## src/hdl/s0te_pkg.sv

```systemverilog
// ----------------------------------------------------------------------------
// s0te_pkg
// Types and codes of the terminal-side S/T layer-1 activation machine.
// ----------------------------------------------------------------------------
package s0te_pkg;

	localparam int TIMER_BITS_DEF = 16;
	localparam int REG_W          = 16;
	localparam int IN_DATA_W      = 8;
	localparam int OUT_DATA_W     = 16;

	localparam logic [REG_W-1:0] T3_TICKS_RST    = 16'd7000;
	localparam logic [REG_W-1:0] ACT_DELAY_RST   = 16'd110;
	localparam logic [REG_W-1:0] DEACT_DELAY_RST = 16'd550;

	localparam logic [1:0] CFG_T3_TICKS    = 2'd0;
	localparam logic [1:0] CFG_ACT_DELAY   = 2'd1;
	localparam logic [1:0] CFG_DEACT_DELAY = 2'd2;

	localparam logic [3:0] EV_TICK       = 4'd0;
	localparam logic [3:0] EV_ACTIVATE   = 4'd1;
	localparam logic [3:0] EV_LINE_RESET = 4'd2;
	localparam logic [3:0] EV_DEACT_DONE = 4'd3;
	localparam logic [3:0] EV_LINE_DEACT = 4'd4;
	localparam logic [3:0] EV_POWERUP    = 4'd5;
	localparam logic [3:0] EV_RSYNC      = 4'd6;
	localparam logic [3:0] EV_INFO2      = 4'd7;
	localparam logic [3:0] EV_INFO4      = 4'd8;

	typedef enum logic [2:0] {
		ST_F2 = 3'd0,
		ST_F3 = 3'd1,
		ST_F4 = 3'd2,
		ST_F5 = 3'd3,
		ST_F6 = 3'd4,
		ST_F7 = 3'd5,
		ST_F8 = 3'd6
	} line_state_t;

	typedef enum logic [2:0] {
		HW_NONE       = 3'd0,
		HW_RESET_REQ  = 3'd1,
		HW_ENABLE_REQ = 3'd2,
		HW_INFO3_REQ  = 3'd3,
		HW_DEACT_RSP  = 3'd4
	} hw_req_t;

	typedef enum logic [1:0] {
		UP_NONE      = 2'd0,
		UP_ACT_CNF   = 2'd1,
		UP_ACT_IND   = 2'd2,
		UP_DEACT_IND = 2'd3
	} upper_msg_t;

	typedef enum logic [1:0] {
		TK_NONE  = 2'd0,
		TK_T3    = 2'd1,
		TK_ACT   = 2'd2,
		TK_DEACT = 2'd3
	} timer_kind_t;

	typedef struct packed {
		logic activating;
		logic activated;
		logic t3_running;
		logic act_timer;
		logic deact_timer;
	} flags_t;

endpackage

```

## src/hdl/s0_te_activation_fsm_top.sv

```systemverilog
// ----------------------------------------------------------------------------
// s0_te_activation_fsm_top
// Terminal-side S/T layer-1 activation machine with one shared event timer.
// ----------------------------------------------------------------------------
// Channel  Direction  Handshake          Payload
// s_*      in         s_tvalid/s_tready  one event
// m_*      out        m_tvalid/m_tready  state, requests and messages
// cfg_*    in         cfg_valid/ready    register index and 16-bit value
//
// One event is taken per cycle while the result register is not stalled; its result
// passes through the input register and then the result register before it is presented.
// The transition, the flag updates and the timer decrement happen in the same
// cycle that moves an event from the input register to the result register.
// A stalled result register holds the input register; nothing is lost.
// Reset loads the machine into F3 with all flags clear and the timer stopped.
// ----------------------------------------------------------------------------
module s0_te_activation_fsm_top
	import s0te_pkg::*;
#(
	parameter int TIMER_BITS = TIMER_BITS_DEF
) (
	input  logic                  clk,
	input  logic                  arst_n,
	input  logic                  s_tvalid,
	output logic                  s_tready,
	// [3:0] action, [4] frame_seen, [5] dchan_busy, [7:6] zero
	input  logic [IN_DATA_W-1:0]  s_tdata,
	output logic                  m_tvalid,
	input  logic                  m_tready,
	// [2:0] line_state, [5:3] hw_request, [7:6] upper_msg, [8] pause_confirm,
	// [9] is_activated, [15:10] zero
	output logic [OUT_DATA_W-1:0] m_tdata,
	input  logic                  cfg_valid,
	output logic                  cfg_ready,
	input  logic [1:0]            cfg_index,
	input  logic [REG_W-1:0]      cfg_data
);

	localparam int CW = (TIMER_BITS > REG_W) ? TIMER_BITS : REG_W;
	localparam logic [CW-1:0] TMAX = CW'({TIMER_BITS{1'b1}});
	localparam logic [TIMER_BITS-1:0] TONE = TIMER_BITS'(1);

	logic [REG_W-1:0] t3_ticks_q, act_delay_q, deact_delay_q;

	logic                 valid_s1;
	logic [3:0]           action_s1;
	logic                 frame_s1, busy_s1;

	line_state_t          state_q, state_d;
	flags_t               flags_q, flags_d;
	logic [TIMER_BITS-1:0] count_q, count_d;
	logic                 pending_q, pending_d;
	timer_kind_t          kind_q, kind_d;

	hw_req_t              hw_d;
	upper_msg_t           up_d;
	logic                 pause_d;

	logic                 advance;
	logic                 in_range, early, fire, act_ok, t3_ok, deact_ok;
	logic [TIMER_BITS-1:0] load_t3, load_act, load_deact;

	function automatic logic [TIMER_BITS-1:0] cap(input logic [REG_W-1:0] v);
		logic [CW-1:0] e;
		e = CW'(v);
		if (e > TMAX) begin
			e = TMAX;
		end
		return TIMER_BITS'(e);
	endfunction

	assign load_t3    = cap(t3_ticks_q);
	assign load_act   = cap(act_delay_q);
	assign load_deact = cap(deact_delay_q);

	assign advance   = valid_s1 && (!m_tvalid || m_tready);
	assign s_tready  = !valid_s1 || advance;
	assign cfg_ready = 1'b1;

	always_ff @(posedge clk or negedge arst_n) begin
		if (!arst_n) begin
			t3_ticks_q    <= T3_TICKS_RST;
			act_delay_q   <= ACT_DELAY_RST;
			deact_delay_q <= DEACT_DELAY_RST;
		end else if (cfg_valid) begin
			unique case (cfg_index)
				CFG_T3_TICKS:    t3_ticks_q    <= cfg_data;
				CFG_ACT_DELAY:   act_delay_q   <= cfg_data;
				CFG_DEACT_DELAY: deact_delay_q <= cfg_data;
				default: ;
			endcase
		end
	end

	always_ff @(posedge clk or negedge arst_n) begin
		if (!arst_n) begin
			valid_s1 <= 1'b0;
		end else if (s_tready) begin
			valid_s1 <= s_tvalid;
		end
	end

	always_ff @(posedge clk) begin
		if (s_tready && s_tvalid) begin
			action_s1 <= s_tdata[3:0];
			frame_s1  <= s_tdata[4];
			busy_s1   <= s_tdata[5];
		end
	end

	always_comb begin
		in_range = (state_q >= ST_F3) && (state_q <= ST_F8);
		early    = (action_s1 == EV_TICK) && frame_s1 && flags_q.act_timer;
		fire     = (action_s1 == EV_TICK) && !early && pending_q && (count_q <= TONE);
		act_ok   = (early || (fire && kind_q == TK_ACT)) && (state_q == ST_F7);
		t3_ok    = fire && (kind_q == TK_T3) && (state_q != ST_F7);
		deact_ok = fire && (kind_q == TK_DEACT) && in_range;
	end

	// Next state, flags and timer.
	always_comb begin
		state_d   = state_q;
		flags_d   = flags_q;
		count_d   = count_q;
		pending_d = pending_q;
		kind_d    = kind_q;
		case (action_s1)
			EV_TICK: begin
				if (early) begin
					if (pending_q && kind_q == TK_ACT) begin
						pending_d = 1'b0;
					end
				end else if (pending_q) begin
					if (count_q > TONE) begin
						count_d = count_q - TONE;
					end else begin
						count_d   = '0;
						pending_d = 1'b0;
					end
				end
				if (act_ok) begin
					flags_d.act_timer  = 1'b0;
					flags_d.activated  = 1'b1;
					flags_d.activating = 1'b0;
				end
				if (t3_ok) begin
					flags_d.t3_running = 1'b0;
					flags_d.activating = 1'b0;
					if (state_q != ST_F6) begin
						state_d = ST_F3;
					end
				end
				if (deact_ok) begin
					flags_d.deact_timer = 1'b0;
					flags_d.activated   = 1'b0;
				end
			end
			EV_ACTIVATE: begin
				if (!flags_q.activated) begin
					flags_d.activating = !((state_q == ST_F6 || state_q == ST_F8) &&
						!flags_q.deact_timer && !flags_q.t3_running);
				end
			end
			EV_LINE_RESET, EV_DEACT_DONE: begin
				if (in_range) begin
					state_d = ST_F3;
				end
			end
			EV_LINE_DEACT: begin
				if (state_q == ST_F6 || state_q == ST_F7 || state_q == ST_F8) begin
					state_d             = ST_F3;
					count_d             = load_deact;
					pending_d           = 1'b1;
					kind_d              = TK_DEACT;
					flags_d.deact_timer = 1'b1;
				end
			end
			EV_POWERUP: begin
				if (state_q == ST_F3 && flags_q.activating) begin
					state_d            = ST_F4;
					count_d            = load_t3;
					pending_d          = 1'b1;
					kind_d             = TK_T3;
					flags_d.t3_running = 1'b1;
				end
			end
			EV_RSYNC: begin
				if (state_q == ST_F4) begin
					state_d = ST_F5;
				end else if (state_q == ST_F6 || state_q == ST_F7) begin
					state_d = ST_F8;
				end
			end
			EV_INFO2: begin
				if (in_range && state_q != ST_F6) begin
					state_d = ST_F6;
				end
			end
			EV_INFO4: begin
				if (in_range && state_q != ST_F7) begin
					state_d = ST_F7;
					if (flags_q.deact_timer) begin
						flags_d.deact_timer = 1'b0;
						pending_d           = 1'b0;
					end
					if (!flags_q.activated) begin
						flags_d.t3_running = 1'b0;
						count_d            = load_act;
						pending_d          = 1'b1;
						kind_d             = TK_ACT;
						flags_d.act_timer  = 1'b1;
					end
				end
			end
			default: ;
		endcase
	end

	// Requests and messages of this event.
	always_comb begin
		hw_d    = HW_NONE;
		up_d    = UP_NONE;
		pause_d = 1'b0;
		case (action_s1)
			EV_TICK: begin
				if (act_ok) begin
					up_d = flags_q.activating ? UP_ACT_CNF : UP_ACT_IND;
				end
				if (t3_ok) begin
					if (flags_q.activating) begin
						up_d    = UP_DEACT_IND;
						pause_d = busy_s1;
					end
					if (state_q != ST_F6) begin
						hw_d = HW_ENABLE_REQ;
					end
				end
				if (deact_ok) begin
					up_d    = UP_DEACT_IND;
					pause_d = busy_s1;
					hw_d    = HW_DEACT_RSP;
				end
			end
			EV_ACTIVATE: begin
				if (flags_q.activated) begin
					up_d = UP_ACT_CNF;
				end else if (state_q == ST_F3) begin
					hw_d = HW_RESET_REQ;
				end else if ((state_q == ST_F6 || state_q == ST_F8) &&
					!flags_q.deact_timer && !flags_q.t3_running) begin
					up_d    = UP_DEACT_IND;
					pause_d = busy_s1;
				end
			end
			EV_DEACT_DONE: begin
				if (in_range && flags_q.activating) begin
					hw_d = HW_ENABLE_REQ;
				end
			end
			EV_POWERUP: begin
				if (state_q == ST_F3 && flags_q.activating) begin
					hw_d = HW_INFO3_REQ;
				end
			end
			EV_INFO2: begin
				if (in_range && state_q != ST_F6) begin
					hw_d = HW_INFO3_REQ;
				end
			end
			EV_INFO4: begin
				if (in_range && state_q != ST_F7) begin
					hw_d = HW_INFO3_REQ;
				end
			end
			default: ;
		endcase
	end

	always_ff @(posedge clk or negedge arst_n) begin
		if (!arst_n) begin
			state_q   <= ST_F3;
			flags_q   <= '0;
			count_q   <= '0;
			pending_q <= 1'b0;
			kind_q    <= TK_NONE;
		end else if (advance) begin
			state_q   <= state_d;
			flags_q   <= flags_d;
			count_q   <= count_d;
			pending_q <= pending_d;
			kind_q    <= kind_d;
		end
	end

	always_ff @(posedge clk or negedge arst_n) begin
		if (!arst_n) begin
			m_tvalid <= 1'b0;
		end else if (advance) begin
			m_tvalid <= 1'b1;
		end else if (m_tready) begin
			m_tvalid <= 1'b0;
		end
	end

	always_ff @(posedge clk) begin
		if (advance) begin
			m_tdata <= {6'd0, flags_d.activated, pause_d, up_d, hw_d, state_d};
		end
	end

	a_never_f2: assert property (@(posedge clk) disable iff (!arst_n)
		state_q != ST_F2)
		else $error("line state entered F2");

	a_pending_kind: assert property (@(posedge clk) disable iff (!arst_n)
		pending_q |-> kind_q != TK_NONE)
		else $error("timer pending without a kind");

	a_pause_with_deact: assert property (@(posedge clk) disable iff (!arst_n)
		m_tvalid && m_tdata[8] |-> m_tdata[7:6] == UP_DEACT_IND)
		else $error("pause confirm without deactivate indication");

	a_result_follows: assert property (@(posedge clk) disable iff (!arst_n)
		advance |=> m_tvalid)
		else $error("processed event produced no result");

	a_idle_timer_holds: assert property (@(posedge clk) disable iff (!arst_n)
		advance && action_s1 == EV_TICK && !pending_q |=> $stable(count_q))
		else $error("stopped timer changed on a tick");

endmodule
```

## config.mk

```make
export PLATFORM = sky130hd
export DESIGN_NAME = s0_te_activation_fsm_top
export DESIGN_NICKNAME = d
export VERILOG_FILES = /design/src/hdl/s0te_pkg.sv /design/src/hdl/s0_te_activation_fsm_top.sv
export SDC_FILE = /design/constraint.sdc
export NUM_CORES = 1
export LEC_CHECK = 0
export BUFFER_PORTS_ARGS = -buffer_cell sky130_fd_sc_hd__buf_2
export CORE_AREA = 2 2 109 111
export CTS_CLUSTER_SIZE = 24
export DETAILED_ROUTE_END_ITERATION = 7
export DIE_AREA = 0 0 111 113
export GPL_TIMING_DRIVEN = 0
export SLEW_MARGIN = 20
export SYNTH_ARGS = -nofsm -noshare
export SYNTH_HDL_FRONTEND = slang
export SYNTH_SLANG_ARGS = --single-unit
```

## constraint.sdc

```tcl
create_clock -name clk -period 3.3 [get_ports clk]
set_clock_uncertainty 0.05 [all_clocks]
set_input_delay 0.66 -clock clk [delete_from_list [all_inputs] [get_ports clk]]
set_output_delay 0.66 -clock clk [all_outputs]
set_load 0.05 [all_outputs]
```

==> flow_summary.yaml <==
outcome:
  status: "complete, no violations"
floorplan:
  chipWidth_um: 111
  initial_core_util_pct: 44.0
  fp.dieH_um: 113
  core_area_mm2: 0.0113
  io_pins: 50
  num_rows: 39
  dieArea_mm2: 0.0125
worst_setup_path:
  critical_path.endpoint_type: "register"
  startpoint_type: "register"
  critPathLaunch: "action_s1[0]"
  r2r-start: "action_s1[0]"
  worstSetupPathType: "register to register"
  critPathArrivalTime_ps: 3220
  cp_max_fo: 10
  required_ps: 3520
sta:
  period_share_pct: 91.0
  setup_violations: 0
  tightest_slew_ps: 762
  slew_headroom_pct: 49.1
  holdWs_ps: 205
  hold_violations: 0
  finalSetupTns_ps: 0
  timing.fmax_mhz: 333
  slew_violations: 0
  fin_crit_ps: 3000
  rsz0062_at_grt: "false"
routing:
  vias: 3969
  totalWireLength_um: 12800
  drt-initial-drc-count: 378
  drc: 0
  firstDrtPassIters: 5
  avgRoutedWirePerCell_um: 19.5
  vias_per_cell: 6.03
  ant_nets: 0
global_route:
  met3_usage_pct: 4.66
  grt_antenna_before_repair: 0
  grt_first_pass_wirelength_um: 21300
  top_usage_layer: "met2"
  grt_util_all_layers_pct: 21.7
  gr-usage-met1_pct: 30.9
  overflow: 0
  grt_max_degree: 50
  grt_pass1_vias: 3992
  grtUsageMet2_pct: 33.0
yosys:
  syn-instance-count: 453
  yosysWarnings: 0
  synth_top_cells_by_area: "dfrtp_1, mux2_2, edfxtp_1"
  synth_area_mm2: 0.00496
  synth_seq_cells: 93
  synth_ff_type: "dfrtp_1"
  yosys.area.top_type: "dfrtp_1"
  yosysTopAreaCellShare_pct: 30.2
  async_flop_share_pct: 82.8
  syn_avg_cell_area_um2: 11.0
  synth-edff-count: 16
  ys_seq_area_share_pct: 48.9
  ys_types: 79
cts:
  cts.sinks: 93
  cts_resized: 0
  cts-hold-fix-buffers: 0
  clkTransAtPathRegs_ps: 70
  cts_tree: "done"
  cts_buffers: 9
  htreeDepth: 3
  post-cts-setup-buffers: 0
  clkLatencyLatePin_ps: 350
  clockBufferDepth: 2
  root_buffer: "clkbuf_16"
place:
  io_buffers: 40
  dp_hpwl_um: 9030
  gp_congestion: 0.913
power_and_ir_drop:
  leakage_uw: 0.00230
  power.density_mw_per_mm2: 654
  vdd_drop_max_uv: 430
hold_path:
  hold_path.class: "primary input to asynchronous set/reset pin"
layout:
  nNetsFinal: 543
  areaGrowthSynthToFinish_pct: 14.4
  layout-drive-gt1-share_pct: 29.9
  diodes: 0
run:
  maxCapViolCount: 0
## cell usage after synthesis (3+ instances only)
library cell   n
nand4_1        4
a21o_1         4
and2_1         3
a211oi_1       6
nor3_1        14
dfstp_2       17
a222oi_1      14
nor3b_1        5
buf_2          5
nand2_1       19
nor4_1         3
dfrtp_1       60
a22o_1         9
or3_1          4
nand3_1        9
buf_4          7
edfxtp_1      16
nand3b_1       3
nor4b_1        3
clkbuf_1      21
nor2_1        26
a211o_1        3
nand2b_1      12
o31a_1         4
and3_1         3
a21oi_1       14
a31oi_1        4
a21boi_0       3
inv_1         11
o31ai_1        3
mux2_2        50
a221oi_1       3
o21ai_0       26
## area by class of cell
class | count | area (um^2)
tap | 143 | 179
buffer | 35 | 164
clock buffer | 11 | 253
inverter | 12 | 45.0
timing repair buffer | 41 | 230
sequential | 93 | 2430
fill | 1021 | 5590
multi-input combinational | 318 | 2350
clock inverter | 5 | 31.3
## layer usage
metal / vias up / routed length [um] / share of wire (%)
met5: - / 0 / 0
met4: 0 / 220 / 1.7
met3: 16 / 745 / 5.8
met2: 126 / 5880 / 46
met1: 1979 / 5970 / 47
li1: 1848 / - / -
## worst paths after layout
path                                     to  slack (ps)  cells past startpoint
max reg2reg                      count_q[8]         300                      7
max                              count_q[8]         300                      7
max in group asynchronous  deact_delay_q[2]        2350                      2
min                              flags_q[2]         200                      1
min reg2reg                      count_q[7]         450                      1
min in group clk                    busy_s1         440                      1
## cell families (layout without fill, tap and decap cells)
group	count (synthesis)	count (layout)	share of synthesized area, %
mux	51	51	11.5
compound gates	125	125	18.7
buf+inv	47	104	4.21
fa+ha+maj	2	2	0.504
xor+xnor	1	1	0.176
simple gates	132	132	15.8
other cells	2	7	0.151
flops	93	93	48.9
## state kept, by name (all words and copies together), names as in the netlist, 2 cells and up
| name | flops |
|---|---|
| flags_q | 5 |
| m_tdata | 10 |
| state_q | 3 |
| action_s1 | 4 |
| act_delay_q | 16 |
| kind_q | 2 |
| count_q | 16 |
| t3_ticks_q | 16 |
| deact_delay_q | 16 |
## through the flow
step / instance area [um^2] / cells / utilization [%] / worst slack, ps / power (uW)
6_report: 5680 / 658 / 50.4 / 298 / 3720
5_1_grt: 5680 / 658 / 50.4 / 117 / 3930
4_1_cts: 5680 / 658 / 50.3 / 350 / 3720
3_5_place_dp: 5390 / 642 / 47.8 / 368 / 2710
3_3_place_gp: 5360 / 641 / 47.6 / 400 / 2680
2_1_floorplan: 4980 / 458 / - / 1100 / 2390
## cells in the final DEF, fill, tap and decap left out, types with 4 or more instances in the layout
cell / instances
clkbuf_16: 9
o31a_1: 4
a21oi_1: 14
conb_1: 7
a21o_1: 4
nand4_1: 4
edfxtp_1: 16
dfstp_2: 17
o21ai_0: 26
buf_4: 8
nand2_1: 19
nand2b_1: 12
a31oi_1: 4
nor2_1: 26
dfrtp_1: 60
nand3_1: 9
inv_1: 11
nor3_1: 14
a222oi_1: 14
nor3b_1: 4
buf_2: 44
a22o_1: 9
or3_1: 4
mux2_2: 50
a211oi_1: 6
clkbuf_1: 21
## where the power goes
part / switching, uW / total (uW) / internal, uW
registers: 218 / 1680 / 1460
clock network: 454 / 1010 / 553
logic: 616 / 1030 / 416
## worst max-delay path: stages (launching register included)
cell and delay (ps):
edfxtp_1 470, clkbuf_1 280, nor4b_1 440, clkbuf_1 580, clkbuf_1 550, a222oi_1 230, o31a_1 170, o22ai_1 140
Note: power is estimated with default switching activity, not from simulation.
